===== config.mk =====
export PLATFORM = sky130hd
export DESIGN_NAME = ccrs_cell
export DESIGN_NICKNAME = d
export VERILOG_FILES = /design/src/rtl/ccrs_pkg.sv /design/src/rtl/ccrs_cell.sv
export SDC_FILE = /design/constraint.sdc
export NUM_CORES = 1
export LEC_CHECK = 0
export ABC_AREA = 1
export BUFFER_PORTS_ARGS = -buffer_cell sky130_fd_sc_hd__buf_2
export CAP_MARGIN = 20
export CORE_ASPECT_RATIO = 0.9
export CORE_MARGIN = 4
export CORE_UTILIZATION = 44
export DETAILED_ROUTE_END_ITERATION = 10
export PLACE_DENSITY = 0.77
export RECOVER_POWER = 50
export SETUP_SLACK_MARGIN = 0.5
export SYNTH_ARGS = -nofsm -noshare
export SYNTH_HDL_FRONTEND = slang
export SYNTH_SLANG_ARGS = --single-unit

===== constraint.sdc =====
create_clock -name clk -period 10.95 [get_ports clk]
set_input_delay 2.19 -clock clk [delete_from_list [all_inputs] [get_ports clk]]
set_output_delay 2.19 -clock clk [all_outputs]
set_load 0.02 [all_outputs]

===== src/rtl/ccrs_pkg.sv =====
// Shared types, codes and helpers for the range set block
package ccrs_pkg;

    typedef logic [20:0] cp_t;

    typedef enum logic [1:0] {
        OP_ADD     = 2'd0,
        OP_PREPARE = 2'd1,
        OP_MATCH   = 2'd2,
        OP_NONE    = 2'd3
    } op_t;

    typedef enum logic [1:0] {
        ST_OK       = 2'd0,
        ST_FULL     = 2'd1,
        ST_UNPREP   = 2'd2,
        ST_INVALID  = 2'd3
    } status_t;

    typedef enum logic [1:0] {
        CM_HOLD  = 2'd0,
        CM_MARK  = 2'd1,
        CM_SORT  = 2'd2,
        CM_SHIFT = 2'd3
    } cell_mode_t;

    typedef struct packed {
        logic vld;
        cp_t  f;
        cp_t  l;
    } entry_t;

    typedef struct packed {
        cell_mode_t mode;
        logic       phase;
    } cell_ctrl_t;

    localparam cp_t CP_MAX  = 21'h10FFFF;
    localparam cp_t SURR_LO = 21'h00D800;
    localparam cp_t SURR_HI = 21'h00DFFF;

    function automatic logic cp_valid(input cp_t c);
        return (c <= CP_MAX) && ((c < SURR_LO) || (c > SURR_HI));
    endfunction

    // empty entries order after every filled one
    function automatic logic ent_less(input entry_t a, input entry_t b);
        return a.vld && (!b.vld || (a.f < b.f) || ((a.f == b.f) && (a.l < b.l)));
    endfunction

endpackage


===== src/rtl/ccrs_cell.sv =====
// One cell of the range chain: holds a range, loads, marks, sorts and shifts with neighbors
module ccrs_cell
    import ccrs_pkg::*;
#(
    parameter bit ODD = 1'b0
) (
    input  logic       clk,
    input  cell_ctrl_t ctrl,
    input  logic       load_en,
    input  entry_t     load_ent,
    input  logic       mark_vld,
    input  entry_t     left,
    input  entry_t     right,
    output entry_t     q
);

    entry_t ent_reg;
    entry_t ent_next;

    always_comb
    begin
        ent_next = ent_reg;
        if (load_en)
        begin
            ent_next = load_ent;
        end
        else
        begin
            case (ctrl.mode)
                CM_MARK:  ent_next.vld = mark_vld;
                CM_SORT:
                begin
                    if (ODD == ctrl.phase)
                    begin
                        // lower of the pair: keep the smaller
                        if (ent_less(right, ent_reg))
                        begin
                            ent_next = right;
                        end
                    end
                    else if (ent_less(ent_reg, left))
                    begin
                        ent_next = left;
                    end
                end
                CM_SHIFT: ent_next = right;
                default:  ent_next = ent_reg;
            endcase
        end
    end

    always_ff @(posedge clk)
    begin
        ent_reg <= ent_next;
    end

    assign q = ent_reg;

endmodule


# Word-level counts from Yosys, hierarchy flattened
# Index checks and enable logic that the tools add are counted.
[classes]
magnitude_cmp = 4
eq_ne = 7
mux = 6
reduce_logical = 14
[ops]
columns = ["operator", "n"]
rows = [
  ["43-bit 2-to-1 mux", 4],
  ["21-bit < comparator", 4],
  ["42-bit one-hot mux with 2 select lines", 1],
  ["21-bit == test", 2],
  ["4-bit != test, second input constant", 2],
  ["3-bit AND reduction", 2],
  ["2-bit == test, second input constant", 2],
  ["1-bit logical AND", 4],
  ["1-bit logical OR", 4],
  ["4-bit nonzero test", 1],
  ["1-bit one-hot mux with 3 select lines", 1],
  ["3-bit nonzero test", 1],
  ["2-bit by 1-bit == test with 1-bit output, second input constant", 1],
  ["1-bit logical NOT", 2],
]
[word_totals]
register_bits = 43
wordCells = 34
out_inout_bits = 43
input_bits = 135

# Depth between registers and ports, before layout
[depth]
depth_word = 8
depth_mapped = 15
depth_no_buf = 15

# Worst setup path after synthesis
# Ideal clock, no wire load.
[synth_timing]
kind = "input-to-reg"
startpoint = "input left[33] (netlist name)"
endpoint = "register ent_reg, in the netlist q[0], enable pin"
required_time_ns = 10.508
path_slack_ns = 5.476
path_stages = 14
arrival_time_ns = 5.031
path_buffers = 0
setup_time_ns = 0.442
cell_sequence = "inv_1 ha_1 nand2_1 nor2_2 nand2_1 nor2_1 nand2_1 nor2_2 nand3_1 nand3_1 nand2_1 nand2_2 nand2_1 nor2_1"
[synth_via]
elab_chain_len = 6
word_cells_on_any_way = 8
classes_between = "1 x order compare; 2 x eq/ne; 5 x reduce/logical"
[synth_lines]
columns = ["item", "line_no", "text"]
rows = [
  ["start: declaration", "ccrs_cell.sv:12", "input entry_t left,"],
  ["21-bit < comparator or 21-bit == test (tied branches)", "ccrs_pkg.sv:48", "return a.vld && (!b.vld || (a.f < b.f) || ((a.f == b.f) && (a.l < b.l)));"],
  ["1-bit logical OR or 1-bit logical AND (tied branches)", "ccrs_pkg.sv:48", ""],
  ["1-bit logical OR (*)", "ccrs_pkg.sv:48", ""],
  ["1-bit logical AND (*)", "ccrs_pkg.sv:48", ""],
  ["4-bit != test (no source line) (*)", "-", ""],
  ["3-bit AND reduction (no source line) (*)", "-", ""],
  ["end signal: assignment", "ccrs_cell.sv:54", "ent_reg <= ent_next;"],
  ["end: declaration", "ccrs_cell.sv:17", "entry_t ent_reg;"],
]
# Every way passes the cells marked *; elsewhere a longest branch is shown, timed or not.
# A chain may end at the register's enable or synchronous reset.

# Final worst setup path
[layout_timing]
startpoint = "input right[41] (netlist name)"
endpoint = "register ent_reg, in the netlist q[17], enable pin"
[layout_via]
elab_chain_len = 6
word_cells_on_any_way = 8
classes_between = "1 x order compare; 2 x eq/ne; 5 x reduce/logical"
[layout_lines]
columns = ["item", "line_no", "text"]
rows = [
  ["start: declaration", "ccrs_cell.sv:13", "input entry_t right,"],
  ["21-bit < comparator or 21-bit == test (tied branches)", "ccrs_pkg.sv:48", ""],
  ["1-bit logical OR or 1-bit logical AND (tied branches)", "ccrs_pkg.sv:48", ""],
  ["1-bit logical OR (*)", "ccrs_pkg.sv:48", ""],
  ["1-bit logical AND (*)", "ccrs_pkg.sv:48", ""],
  ["4-bit != test (no source line) (*)", "-", ""],
  ["3-bit AND reduction (no source line) (*)", "-", ""],
]
# Marked as above.

==> impl_metrics.tcl <==
set metrics [dict create \
    die_area_sq_um 12100 \
    postSynth.asyncResetShare 0 \
    synthesis.nets 880 \
    timing.rr.start "q[29]" \
    power_frac_comb 0.369 \
    layout_cell_share_with_drive_strength_beyond_1 0.181 \
    cp_common_cell "sky130_fd_sc_hd__nand2_1" \
    static-leakage-power_nw 3.13 \
    htree_levels 2 \
    cts.path.max_buffers 2 \
    setup_viol_count_final 0 \
    grt_use_met3 0.0359 \
    netSwitchingPower_w 0.000213 \
    synth-edff-count 43 \
    crit_path_cell_trace "buf_2 -> ha_1 -> nand2_1 -> nor2_1 -> nand2_1 -> nor2_1 -> nand2_1 -> nor2_1 -> nand2_1 -> nand3_1 -> a21oi_1 -> nor2_4 -> buf_4" \
    detailedPlacementHpwl_um 9790 \
    floorplan.rows 35 \
    max_stage_delay_ns 0.51 \
    drt-initial-drc-count 326 \
    post_syn_area_per_cell_sq_um 6.93 \
    cts_root_buf "sky130_fd_sc_hd__clkbuf_16" \
    area_growth_pct 23.6 \
    layout_min_cycle_time_ns 4.50 \
    min-delay-start "q[42]" \
    final_core_utilization 0.555 \
    routed_wl_um 12000 \
    final-seq-area_sq_um 1290 \
    powerDensity_nw_per_um2 104 \
    ios 178 \
    post_cts_resize_count 0 \
    synth.lib_cells_used.distinct 22 \
    routedWlPerCell_um 12.5 \
    min_to "q[42]" \
    drt_first_pass_iters 5 \
    critPathArrivalTime_ns 4.45 \
    setup.worst_path.end_class "flip-flop" \
    postCtsHoldBufs 0 \
    layout_worst_path_cycle_share 0.411 \
    die_x_um 116 \
    detail_route.vias_per_cell 4.84 \
    numPortBuffers 177 \
    cp-start-kind "input port" \
    tritoncts "yes" \
    clk_pin_slew_worst_paths_ns 0.06 \
    hold_depth 4 \
    largest_reg_flops 43 \
    initial_utilization 0.449 \
    ys_warn_count 0 \
    timing.critical_path.fanout_max 23 \
    yosysSeqAreaShare 0.282 \
    grt_util_all_layers 0.195 \
    setup_tns_final_ns 0 \
    hold_path.class "reg2reg" \
    max_clock_freq_ghz 0.222 \
    worst_r2r_path_depth 14 \
    antenna_violations_before_repair 2 \
    clock_insertion_delay_worst_skew_ns 0.28 \
    post_cts_buffers 0 \
    placed_cell_area_sq_um 5580 \
    die_height_um 105 \
    worst_setup_slack_after_placement_ns 6.12 \
    netSwitchingFraction 0.364 \
    fin_ws_ns 6.45 \
    grt_util_met1 0.273 \
    critical_path.slowest_cell "sky130_fd_sc_hd__nor2_4" \
    route.antenna.remaining_nets 0 \
    slew_violations 0 \
    num-fill-cells 1041 \
    fin_area_sq_um 5660 \
    globalRouteOverflowTotal 0 \
    grt.busiest_layer "met2" \
    cts_made_buffers 5 \
    number_of_storage_elements_in_the_synthesis_netlist 43 \
    final-hold-violation-count 0 \
    global_route.usage.met2 0.311 \
    synth-main-ff-cell "sky130_fd_sc_hd__edfxtp_1" \
    cts.sinks 43 \
    synthesis.instances 661 \
    power.sequential.fraction 0.378 \
    fin_clk_skew_ns 0.00721 \
    num-nets-final 1049 \
    netlist_area_sq_um 4580 \
    unrepaired_setup_endpoints_after_global_routing "no" \
    slew_headroom 0.228 \
    clock_power_share 0.253 \
    vias 4656 \
    grt_max_degree 60 \
    multi_input_area_sq_um 2740 \
    reg2reg_setup_slack_ns 8.03 \
    timing_worst_setup_path_type "in2reg" \
    core_area_sq_um 10200 \
    place_congestion 0.850 \
    timing.max_cap.violations 0 \
    drc 0 \
    outcome "finished clean" \
    tightestPinTransition_ns 1.15 \
    worst_setup_path_startpoint "right[41]" \
    ff_to_ff_end "q[17]" \
    crit_required_ns 10.90 \
    intPower_w 0.000373 \
    first_global_vias 4294 \
    wire_length_of_the_first_global_routing_pass_um 19300 \
    peakVddDrop_mv 0.0625 \
]
==> critical path, delay by kind of cell <==
family | cells | cell delay (ns)
adders and majority gates | 1 | 0.29
and+or+nand+nor | 9 | 1.29
AOI/OAI and AO/OA | 1 | 0.11
buffers and inverters | 2 | 0.55
==> cells in the mapped netlist, types with 7 or more instances <==
| library cell | instances | area, sq um |
|---|---|---|
| sky130_fd_sc_hd__o21ai_0 | 30 | 150 |
| sky130_fd_sc_hd__nand3_1 | 18 | 90.1 |
| sky130_fd_sc_hd__clkbuf_1 | 9 | 33.8 |
| sky130_fd_sc_hd__buf_2 | 7 | 35.0 |
| sky130_fd_sc_hd__o21ai_1 | 20 | 100 |
| sky130_fd_sc_hd__a21oi_1 | 68 | 340 |
| sky130_fd_sc_hd__nor2_1 | 118 | 443 |
| sky130_fd_sc_hd__ha_1 | 84 | 1050 |
| sky130_fd_sc_hd__edfxtp_1 | 43 | 1290 |
| sky130_fd_sc_hd__nand2_1 | 117 | 439 |
| sky130_fd_sc_hd__inv_1 | 125 | 469 |
==> cells by family after synthesis <==
logic type,after synthesis,share of synthesized area
compound gates,123,0.138
fa+ha+maj,84,0.229
buf+inv,146,0.122
flops,43,0.282
simple gates,265,0.229
==> layout make-up <==
class | count | share of cell area
Inverter | 128 | 0.0849
Clock buffer | 7 | 0.0234
Tap cell | 129 | 0.0285
Multi-Input combinational cell | 472 | 0.483
Clock inverter | 1 | 0.000884
Antenna cell | 1 | 0.000442
Sequential cell | 43 | 0.228
Timing Repair Buffer | 180 | 0.150
==> placed cells by master (no fill, tap or decap) <==
master | netlist | final
sky130_fd_sc_hd__a21boi_2 | 1 | 1
sky130_fd_sc_hd__a21o_1 | 3 | 3
sky130_fd_sc_hd__a21oi_1 | 68 | 68
sky130_fd_sc_hd__a31oi_1 | 1 | 1
sky130_fd_sc_hd__buf_2 | 7 | 132
sky130_fd_sc_hd__buf_4 | 0 | 3
sky130_fd_sc_hd__clkbuf_1 | 9 | 47
sky130_fd_sc_hd__clkbuf_16 | 0 | 5
sky130_fd_sc_hd__clkinv_1 | 1 | 1
sky130_fd_sc_hd__clkinv_2 | 0 | 1
sky130_fd_sc_hd__diode_2 | 0 | 1
sky130_fd_sc_hd__edfxtp_1 | 43 | 43
sky130_fd_sc_hd__ha_1 | 84 | 84
sky130_fd_sc_hd__inv_1 | 125 | 126
sky130_fd_sc_hd__inv_2 | 2 | 1
sky130_fd_sc_hd__nand2_1 | 117 | 117
sky130_fd_sc_hd__nand2_2 | 3 | 3
sky130_fd_sc_hd__nand3_1 | 18 | 18
sky130_fd_sc_hd__nand4_1 | 3 | 3
sky130_fd_sc_hd__nor2_1 | 118 | 118
sky130_fd_sc_hd__nor2_2 | 3 | 2
sky130_fd_sc_hd__nor2_4 | 1 | 2
sky130_fd_sc_hd__nor3_1 | 2 | 2
sky130_fd_sc_hd__o21ai_0 | 30 | 32
sky130_fd_sc_hd__o21ai_1 | 20 | 18
==> layer usage <==
metal / routed length [um] / vias to the layer above
met5: 12 / -
met4: 176 / 2
met3: 1050 / 16
met2: 5230 / 151
met1: 5490 / 2023
li1: - / 2464
==> worst max-delay path by stage <==
stage,end,cells after the start,slack (ns)
final,q[17],13,6.45
after global routing,q[24],13,6.14
after global placement,q[14],16,6.18
after floorplan,q[0],14,5.48
after CTS,q[17],16,6.42
after detailed placement,q[24],16,6.12
==> metrics by stage <==
stage	hold slack, ns	total power (W)	std cells
6_report	0.798	0.000586	961
5_1_grt	0.862	0.000635	961
4_1_cts	0.802	0.000597	960
3_5_place_dp	0.786	0.000446	952
3_3_place_gp	0.792	0.000443	952
2_1_floorplan	0.854	0.000369	661
==> power groups by stage <==
stage	clock network (W)	registers (W)	logic, W
2_1_floorplan	0	0.000244	0.000125
4_1_cts	0.000153	0.000221	0.000224
6_report	0.000148	0.000222	0.000216
5_1_grt	0.000158	0.000225	0.000253
3_5_place_dp	0	0.000224	0.000222
3_3_place_gp	0	0.000224	0.000219
Power figures use the tool's default switching activity.
